===== config.mk =====
export PLATFORM = sky130hd
export DESIGN_NAME = charge_current_limiter
export DESIGN_NICKNAME = d
export VERILOG_FILES = /design/src/hw/rtl/ccl_pkg.sv /design/src/hw/rtl/charge_current_limiter.sv
export SDC_FILE = /design/constraint.sdc
export NUM_CORES = 2
export LEC_CHECK = 0
export ABC_AREA = 1
export BUFFER_PORTS_ARGS = -buffer_cell sky130_fd_sc_hd__buf_2
export CAP_MARGIN = 25
export CORE_MARGIN = 2
export CORE_UTILIZATION = 46
export DETAILED_ROUTE_END_ITERATION = 8
export PLACE_DENSITY = 0.64
export SYNTH_ARGS = -nofsm -noshare
export SYNTH_HDL_FRONTEND = slang
export SYNTH_SLANG_ARGS = --single-unit

===== constraint.sdc =====
create_clock -name aclk -period 10.92 [get_ports aclk]
set_input_delay 1.092 -clock aclk [delete_from_list [all_inputs] [get_ports aclk]]
set_output_delay 1.092 -clock aclk [all_outputs]
set_load 0.02 [all_outputs]

===== src/hw/rtl/ccl_pkg.sv =====
package ccl_pkg;

    // configuration register indexes
    localparam logic [7:0] REG_RULE_ENABLES   = 8'd0;
    localparam logic [7:0] REG_MAX_CHARGE     = 8'd1;
    localparam logic [7:0] REG_RAMP_WINDOW    = 8'd2;
    localparam logic [7:0] REG_RAMP_FLOOR     = 8'd3;
    localparam logic [7:0] REG_SOC_RULE       = 8'd4;
    localparam logic [7:0] REG_DRIFT_RULE     = 8'd5;
    localparam logic [7:0] REG_CUTOFF_TICKS   = 8'd6;
    localparam logic [7:0] REG_CUTOFF_RULE    = 8'd7;

    localparam int CFG_DATA_W = 48;

    // shared divider width: (65535 * 100) needs 23 bits
    localparam int DIV_W = 23;
    localparam int CNT_W = 5;

    // wide compare width for amps values
    localparam int WW = 16;

    // step limiter bands and steps
    localparam logic [WW-1:0] BAND_HI   = 16'd50;
    localparam logic [WW-1:0] BAND_MID  = 16'd25;
    localparam logic [WW-1:0] BAND_LO   = 16'd10;
    localparam logic [WW-1:0] STEP_HI   = 16'd10;
    localparam logic [WW-1:0] STEP_MID  = 16'd5;
    localparam logic [WW-1:0] STEP_LO   = 16'd3;
    localparam logic [WW-1:0] STEP_MIN  = 16'd1;
    localparam logic [WW-1:0] STEP_UP   = 16'd10;

    localparam int IN_W = 64;

endpackage


===== src/hw/rtl/charge_current_limiter.sv =====
// Charge current limiter.
// Input channel s_*: one item per tick with battery measurements, packed in
// s_tdata. Result channel m_*: one item per input item, the new setpoint and
// the four derated limits. Configuration channel cfg_*: register writes by
// index, always ready; write only while the block is idle.
// An item is taken when the block is idle (s_tready high). It then passes a
// rules step and a final step; when the voltage ramp runs, two passes of the
// shared restoring divider (mV per step, then amps of change) come between
// them. The divider sets the throughput; a new item is taken only once the
// block is back in idle.
// The result sits in an output register; the next item may be accepted while
// it waits. If the receiver stalls, the final step holds until the output
// register is free, so nothing is lost.
// Reset (aresetn low, synchronous) clears all configuration registers, the
// last setpoint and the cutoff timer, and empties the output register.
module charge_current_limiter
    import ccl_pkg::*;
#(
    parameter int AMP_BITS = 10
) (
    input  logic                   aclk,
    input  logic                   aresetn,
    // tdata from bit 0: alarm_zero, multi_pack, pack_sum_amps[12],
    // max_cell_mv[13], cell_drift_mv[13], soc_percent[7], battery_deciamps[16]
    input  logic                   s_tvalid,
    output logic                   s_tready,
    input  logic [IN_W-1:0]        s_tdata,
    // tdata from bit 0: setpoint_amps, voltage_limit_amps, soc_limit_amps,
    // drift_limit_amps, cutoff_limit_amps, each AMP_BITS wide
    output logic                   m_tvalid,
    input  logic                   m_tready,
    output logic [((5*AMP_BITS+7)/8)*8-1:0] m_tdata,
    input  logic                   cfg_valid,
    output logic                   cfg_ready,
    input  logic [7:0]             cfg_index,
    input  logic [CFG_DATA_W-1:0]  cfg_data
);

    localparam int OUT_W = ((5*AMP_BITS+7)/8)*8;
    localparam logic [WW-1:0] AMP_MAX = WW'((1 << AMP_BITS) - 1);

    typedef enum logic [2:0] {
        ST_IDLE, ST_RULES, ST_DIV1, ST_DIV2, ST_FIN
    } state_t;

    state_t state_reg, state_next;

    // configuration
    logic [2:0]  en_reg;
    logic [9:0]  max_reg;
    logic [31:0] window_reg;
    logic [9:0]  floor_reg;
    logic [15:0] soc_rule_reg;
    logic [47:0] drift_rule_reg;
    logic [15:0] ticks_reg;
    logic [23:0] cut_rule_reg;

    // state
    logic [AMP_BITS-1:0] last_reg, last_next;
    logic [15:0]         timer_reg, timer_next;

    // latched item
    logic        alarm_reg;
    logic        multi_reg;
    logic [11:0] psum_reg;
    logic [12:0] vmax_reg;
    logic [12:0] drift_reg;
    logic [6:0]  soc_reg;
    logic signed [15:0] deci_reg;

    // working registers
    logic [AMP_BITS-1:0] base_reg, base_next;
    logic [AMP_BITS-1:0] volt_reg, volt_next;
    logic [AMP_BITS-1:0] soclim_reg, soclim_next;
    logic [28:0]         dprod_reg, dprod_next;
    logic                dact_reg, dact_next;
    logic [DIV_W-1:0]    quo_reg, quo_next;
    logic [DIV_W-1:0]    rem_reg, rem_next;
    logic [DIV_W-1:0]    dvsr_reg, dvsr_next;
    logic [CNT_W-1:0]    cnt_reg, cnt_next;

    logic              m_valid_reg, m_valid_next;
    logic [OUT_W-1:0]  m_data_reg, m_data_next;

    logic accept;
    assign accept    = s_tvalid && s_tready;
    assign s_tready  = (state_reg == ST_IDLE);
    assign cfg_ready = 1'b1;
    assign m_tvalid  = m_valid_reg;
    assign m_tdata   = m_data_reg;

    // shared restoring divider step
    logic [DIV_W:0]   div_shift;
    logic             div_ge;
    logic [DIV_W-1:0] div_rem;
    logic [DIV_W-1:0] div_quo;
    always_comb begin
        div_shift = {rem_reg, quo_reg[DIV_W-1]};
        div_ge    = (div_shift >= {1'b0, dvsr_reg});
        div_rem   = div_ge ? DIV_W'(div_shift - {1'b0, dvsr_reg}) : div_shift[DIV_W-1:0];
        div_quo   = {quo_reg[DIV_W-2:0], div_ge};
    end

    // combinational rule values
    logic [WW-1:0] base_w, psum_w, floor_w, span_w, last_w;
    logic [15:0]   r_start, r_end;
    logic [DIV_W-1:0] r_num1, r_num2;
    logic          v_bypass, v_floor;
    logic [7:0]    s_start, s_per;
    logic [15:0]   s_red;
    logic [WW-1:0] s_red_w;
    logic [15:0]   d_start, d_min, d_apm;
    logic [AMP_BITS-1:0] d_lim, c_lim, target, sp;
    logic [15:0]   c_cur;
    logic [7:0]    c_soc;
    logic signed [20:0] c_thr;
    logic          c_low;
    logic [WW-1:0] dec_w, sp_w;
    logic          out_free;

    always_comb begin
        psum_w  = WW'(psum_reg);
        floor_w = WW'(floor_reg);
        base_w  = (WW'(max_reg) > AMP_MAX) ? AMP_MAX : WW'(max_reg);
        if (multi_reg && psum_w < base_w) begin
            base_w = psum_w;
        end
        r_start = window_reg[15:0];
        r_end   = window_reg[31:16];
        // x*100 for both ramp dividends
        r_num1  = DIV_W'({7'd0, r_end - r_start} * 23'd100);
        r_num2  = DIV_W'({10'd0, vmax_reg - r_start[12:0]} * 23'd100);
        span_w  = WW'(base_reg) - floor_w;
        v_bypass = !en_reg[0] || (WW'(r_start) > WW'(vmax_reg)) || (r_start > r_end)
                   || (base_w <= floor_w);
        v_floor  = (WW'(vmax_reg) > WW'(r_end));

        s_start = soc_rule_reg[7:0];
        s_per   = soc_rule_reg[15:8];
        s_red   = 16'({8'd0, s_start} > {9'd0, soc_reg} ? 16'd0
                      : ({9'd0, soc_reg} - {8'd0, s_start} + 16'd1) * {8'd0, s_per});
        s_red_w = s_red;

        d_start = drift_rule_reg[15:0];
        d_min   = drift_rule_reg[31:16];
        d_apm   = drift_rule_reg[47:32];

        d_lim = base_reg;
        if (dact_reg) begin
            d_lim = (29'(base_reg) >= dprod_reg) ? AMP_BITS'(29'(base_reg) - dprod_reg)
                                                 : '0;
        end

        // amps = deci/10 toward zero; amps < c_cur without a divider
        c_cur = cut_rule_reg[15:0];
        c_soc = cut_rule_reg[23:16];
        c_thr = $signed({5'd0, c_cur}) * 21'sd10;
        c_low = (21'(deci_reg) < c_thr) && !((c_cur == 16'd0) && (deci_reg > -16'sd10));

        timer_next = timer_reg;
        c_lim      = base_reg;
        if (ticks_reg != 16'd0) begin
            if (timer_reg >= ticks_reg) begin
                if ({1'b0, soc_reg} < c_soc) begin
                    timer_next = '0;
                end else begin
                    c_lim = '0;
                end
            end else if (c_low && ({1'b0, soc_reg} >= c_soc)) begin
                timer_next = timer_reg + 16'd1;
            end else begin
                timer_next = '0;
            end
        end

        target = base_reg;
        if (volt_reg < target)   target = volt_reg;
        if (soclim_reg < target) target = soclim_reg;
        if (d_lim < target)      target = d_lim;
        if (c_lim < target)      target = c_lim;

        last_w = WW'(last_reg);
        if (last_w >= BAND_HI)       dec_w = STEP_HI;
        else if (last_w >= BAND_MID) dec_w = STEP_MID;
        else if (last_w >= BAND_LO)  dec_w = STEP_LO;
        else                         dec_w = STEP_MIN;
        if (WW'(target) < last_w) begin
            sp_w = (last_w >= dec_w) ? last_w - dec_w : '0;
        end else if (WW'(target) - last_w > STEP_UP) begin
            sp_w = last_w + STEP_UP;
        end else begin
            sp_w = WW'(target);
        end
        sp = sp_w[AMP_BITS-1:0];
    end

    assign out_free = !m_valid_reg || m_tready;

    // sequencer
    always_comb begin
        state_next   = state_reg;
        base_next    = base_reg;
        volt_next    = volt_reg;
        soclim_next  = soclim_reg;
        dprod_next   = dprod_reg;
        dact_next    = dact_reg;
        quo_next     = quo_reg;
        rem_next     = rem_reg;
        dvsr_next    = dvsr_reg;
        cnt_next     = cnt_reg;
        last_next    = last_reg;
        m_data_next  = m_data_reg;
        m_valid_next = m_valid_reg && !m_tready;

        unique case (state_reg)
            ST_IDLE: begin
                if (accept) begin
                    state_next = ST_RULES;
                end
            end
            ST_RULES: begin
                base_next   = base_w[AMP_BITS-1:0];
                soclim_next = (base_w >= s_red_w) ? AMP_BITS'(base_w - s_red_w) : '0;
                if (!en_reg[1] || ({1'b0, soc_reg} < s_start)) begin
                    soclim_next = base_w[AMP_BITS-1:0];
                end
                dact_next  = en_reg[2] && (drift_reg != 13'd0) && (16'(drift_reg) > d_start)
                             && (16'(vmax_reg) >= d_min);
                dprod_next = 29'(drift_reg - d_start[12:0]) * 29'(d_apm);
                quo_next   = r_num1;
                rem_next   = '0;
                dvsr_next  = DIV_W'(base_w - floor_w);
                cnt_next   = CNT_W'(DIV_W - 1);
                if (alarm_reg) begin
                    state_next = ST_FIN;
                end else if (v_bypass) begin
                    volt_next  = base_w[AMP_BITS-1:0];
                    state_next = ST_FIN;
                end else if (v_floor) begin
                    volt_next  = AMP_BITS'(floor_reg);
                    state_next = ST_FIN;
                end else begin
                    state_next = ST_DIV1;
                end
            end
            ST_DIV1: begin
                quo_next = div_quo;
                rem_next = div_rem;
                cnt_next = cnt_reg - 1'b1;
                if (cnt_reg == '0) begin
                    if (div_quo == '0) begin
                        // zero mV per step: ramp gives the floor
                        volt_next  = AMP_BITS'(floor_reg);
                        state_next = ST_FIN;
                    end else begin
                        quo_next   = r_num2;
                        rem_next   = '0;
                        dvsr_next  = div_quo;
                        cnt_next   = CNT_W'(DIV_W - 1);
                        state_next = ST_DIV2;
                    end
                end
            end
            ST_DIV2: begin
                quo_next = div_quo;
                rem_next = div_rem;
                cnt_next = cnt_reg - 1'b1;
                if (cnt_reg == '0) begin
                    if (div_quo > DIV_W'(span_w)) begin
                        volt_next = AMP_BITS'(floor_reg);
                    end else begin
                        volt_next = AMP_BITS'(WW'(base_reg) - div_quo[WW-1:0]);
                    end
                    state_next = ST_FIN;
                end
            end
            ST_FIN: begin
                if (out_free) begin
                    m_valid_next = 1'b1;
                    if (alarm_reg) begin
                        last_next   = '0;
                        m_data_next = '0;
                    end else begin
                        last_next   = sp;
                        m_data_next = OUT_W'({c_lim, d_lim, soclim_reg, volt_reg, sp});
                    end
                    state_next = ST_IDLE;
                end
            end
            default: state_next = ST_IDLE;
        endcase
    end

    always_ff @(posedge aclk) begin
        if (!aresetn) begin
            state_reg      <= ST_IDLE;
            m_valid_reg    <= 1'b0;
            last_reg       <= '0;
            timer_reg      <= '0;
            en_reg         <= '0;
            max_reg        <= '0;
            window_reg     <= '0;
            floor_reg      <= '0;
            soc_rule_reg   <= '0;
            drift_rule_reg <= '0;
            ticks_reg      <= '0;
            cut_rule_reg   <= '0;
        end else begin
            state_reg   <= state_next;
            m_valid_reg <= m_valid_next;
            last_reg    <= last_next;
            if (state_reg == ST_FIN && out_free && !alarm_reg) begin
                timer_reg <= timer_next;
            end
            if (cfg_valid && cfg_ready) begin
                unique case (cfg_index)
                    REG_RULE_ENABLES: en_reg         <= cfg_data[2:0];
                    REG_MAX_CHARGE:   max_reg        <= cfg_data[9:0];
                    REG_RAMP_WINDOW:  window_reg     <= cfg_data[31:0];
                    REG_RAMP_FLOOR:   floor_reg      <= cfg_data[9:0];
                    REG_SOC_RULE:     soc_rule_reg   <= cfg_data[15:0];
                    REG_DRIFT_RULE:   drift_rule_reg <= cfg_data[47:0];
                    REG_CUTOFF_TICKS: ticks_reg      <= cfg_data[15:0];
                    REG_CUTOFF_RULE:  cut_rule_reg   <= cfg_data[23:0];
                    default: ;
                endcase
            end
        end
    end

    // payload registers, no reset
    always_ff @(posedge aclk) begin
        if (accept) begin
            alarm_reg <= s_tdata[0];
            multi_reg <= s_tdata[1];
            psum_reg  <= s_tdata[13:2];
            vmax_reg  <= s_tdata[26:14];
            drift_reg <= s_tdata[39:27];
            soc_reg   <= s_tdata[46:40];
            deci_reg  <= s_tdata[62:47];
        end
        base_reg   <= base_next;
        volt_reg   <= volt_next;
        soclim_reg <= soclim_next;
        dprod_reg  <= dprod_next;
        dact_reg   <= dact_next;
        quo_reg    <= quo_next;
        rem_reg    <= rem_next;
        dvsr_reg   <= dvsr_next;
        cnt_reg    <= cnt_next;
        m_data_reg <= m_data_next;
    end

    // divider never runs with a zero divisor
    a_div_nonzero: assert property (@(posedge aclk) disable iff (!aresetn)
        (state_reg == ST_DIV1 || state_reg == ST_DIV2) |-> (dvsr_reg != '0))
        else $error("divider running with zero divisor");

    // an alarm item delivers all zero fields
    a_alarm_zero: assert property (@(posedge aclk) disable iff (!aresetn)
        (state_reg == ST_FIN && out_free && alarm_reg) |=> (m_tdata == '0))
        else $error("alarm item with nonzero result");

    // setpoint rises by at most the up step
    a_step_up: assert property (@(posedge aclk) disable iff (!aresetn)
        (state_reg == ST_FIN && out_free)
        |=> (WW'(last_reg) <= WW'($past(last_reg)) + STEP_UP))
        else $error("setpoint rose too fast");

endmodule

==> summary.txt <==
Critical path
  – Critical-path maximum fanout: 18
  – Required time at the worst-slack endpoint: between 10 and 15 ns
  – Cell mode on critical path: nand2_1
  – Worst Setup End Kind: flip-flop
  – Crit Path Category: flip-flop to flip-flop
  – Crit-path max cell delay: roughly 0.60 ns
  – Worst endpoint data arrival time: approximately 10 ns
  – Slowest-stage cell, CP: edfxtp_1
  – Critical path launch point type: flip-flop

Drt
  – Pre-Repair DR Iteration Count: 6
  – Avg Vias per Cell: 5.20
  – DRC viols: 0
  – 1st-iter DRT viols: 2192
  – Post-DR wirelength/cell: about 17 um
  – Routed Antenna Nets: 0
  – Total Wirelength: 103000 um
  – DR vias: 32000

Floorplanning
  – IO Pins: between 150 and 200
  – CORE AREA: 85500 sq um
  – Rows: 107
  – Starting density of the core: 0.466
  – Die Span Y: 298 um
  – Die area: just under 90000 sq um
  – Die width: 298 um

Synth
  – Asr flop ratio synth: 0
  – Synth Flop Type: edfxtp_1
  – Synthesized area: between 30000 and 40000 sq um
  – Syn avg cell area: 8.25 sq um
  – Area contributors post-synth: edfxtp_1 19%, ha_1 17%, fa_1 13%
  – Synth unique cells: between 60 and 70
  – Post-Syn Instances: 4832
  – Register bit total from synthesis: 436
  – Post-synth top area share: 0.186
  – Yosys Warn Count: 0
  – Post-synth top area cell: edfxtp_1
  – Sequential area share after synthesis: 0.281
  – Post-synth EDFFs: 247

Timing
  – Slew @ Worst Pin: 1.01 ns
  – Final min period: about 9.6 ns
  – Final setup vio count: 0
  – Worst hold margin: 0.461 ns
  – Setup slack after layout: 1.29 ns
  – Fin crit share: 0.882
  – Final hold viol count: 0
  – Fmax achieved: 0.104 GHz
  – Max-slew violation count: 0
  – Setup Skew: 0.0136 ns
  – Slew Limit Headroom: 0.327

Clock network
  – Root buffer cell: clkbuf_16
  – Clk sink count: 436
  – CTS Buf Count: between 50 and 60
  – H-tree depth: 2
  – Hold-fix buffers at CTS: 0
  – CTS tree: done
  – Clk_lat worst skew: 0.62 ns
  – CTS max path bufs: 3
  – Reg clk slew, reported paths: 0.06 ns

Job
  – Maxcap violations: 0

Layout
  – Most frequent cells in the layout: 955 x inv_1, 626 x nand2_1, 532 x ha_1
  – Largest register FFs: 50
  – Number of fill cells in the layout: 8146
  – Layout Nets: approximately 5900
  – Ratio of cells with drive above 1 in the final layout: 0.0772
  – Area Growth Syn to Fin: 9.54%
  – Commonest non-fill, non-tap cell in the layout: inv_1

Global route
  – Largest net degree at the start of global routing: 89
  – Total gr overflow: 0
  – Vias in the first global route: 31300
  – Initial antenna violation count: 6
  – First-pass GRT wire length: ~170000 um
  – GRT Resource Usage Total: 0.232

Pwr
  – Pwr/cell area: 139 nW/um^2
  – P_leak: 0.0214 uW
  – Design Power: 6070 uW
  – VDD IR max: around 0.13 mV

Place
  – Buffers on Ports: 175
  – Placer Congestion: 0.905
  – Final HPWL DP: ~81000 um
  – Pre-CTS setup slack: 1.20 ns

Min path
  – Worst hold-check path type: flip-flop to flip-flop

Run status
  – Outcome: complete, no violations
[stage by stage]
stage           util  setup TNS (ns)  instance area [sq um]  cells
2_1_floorplan      -               0                  39900   4839
3_3_place_gp   0.490               0                  41900   6045
3_5_place_dp   0.490               0                  41900   6046
4_1_cts        0.510               0                  43600   6143
5_1_grt        0.510        -0.00297                  43700   6147
6_report       0.510               0                  43700   6147
[final cells by class]
type,count,area [sq um],area share
inverters,971,3650,0.0835
clock inverters,26,220,0.00504
well taps,1144,1430,0.0328
repair buffers,207,1120,0.0256
flip-flops and latches,436,11200,0.256
multi-input cells,3291,24500,0.562
clock buffers,71,1530,0.0350
diodes,1,2.50,0.0000573
[worst max-delay path, delay by kind of cell, from the launching register on]
| family | cells | cell delay (ns) |
|---|---|---|
| compound gates | 11 | 2.48 |
| fa+ha+maj | 6 | 1.81 |
| buf+inv | 8 | 1.01 |
| flops | 1 | 0.60 |
| simple gates | 37 | 3.70 |
[synth_stat cells, types with 43 or more instances]
library cell	count
nand2_1	626
ha_1	532
o21ai_0	353
o21bai_1	43
inv_1	955
clkbuf_1	125
nor2_1	408
xnor2_1	48
fa_1	255
xor2_1	120
nand3_1	110
a21oi_1	418
edfxtp_1	247
dfxtp_1	189
[layer usage]
metal	up-vias	wire length, um	global-route usage
met3	131	6800	0.0324
met4	0	2190	0.0547
met1	15000	47500	0.325
met5	-	0	0
met2	860	46600	0.379
li1	16000	-	-
[worst paths after layout]
| check | to | slack (ns) | startpoint | cells past startpoint |
|---|---|---|---|---|
| max reg2reg | last_reg[5] | 1.29 | base_reg[3] | 62 |
| max | last_reg[5] | 1.29 | base_reg[3] | 62 |
| min | drift_rule_reg[19] | 0.46 | drift_rule_reg[19] | 2 |
| min reg2reg | drift_rule_reg[19] | 0.46 | drift_rule_reg[19] | 2 |
[power by group]
part / switching (uW) / total (uW) / internal (uW)
registers: 90.2 / 1990 / 1900
clock network: 733 / 1760 / 1030
logic: 1490 / 2320 / 825
total: 2320 / 6070 / 3750
[cell families after synthesis]
family	count (synthesis)	synth area share
multiplexers	1	0.000251
AO/OA/AOI/OAI	996	0.139
XOR/XNOR	168	0.0369
other	2	0.000188
buffers and inverters	1112	0.106
adder cells (fa/ha/maj)	787	0.295
AND/OR/NAND/NOR	1330	0.142
flip-flops	436	0.281
[what timing repair did]
| item | in CTS | in global routing |
|---|---|---|
| resized for setup | 0 | 2 |
| setup buffers | 0 | 3 |
| endpoints found under the hold margin | 0 | 0 |
| setup endpoints to repair | 0 | 20 |
Power figures use the tool's default switching activity.
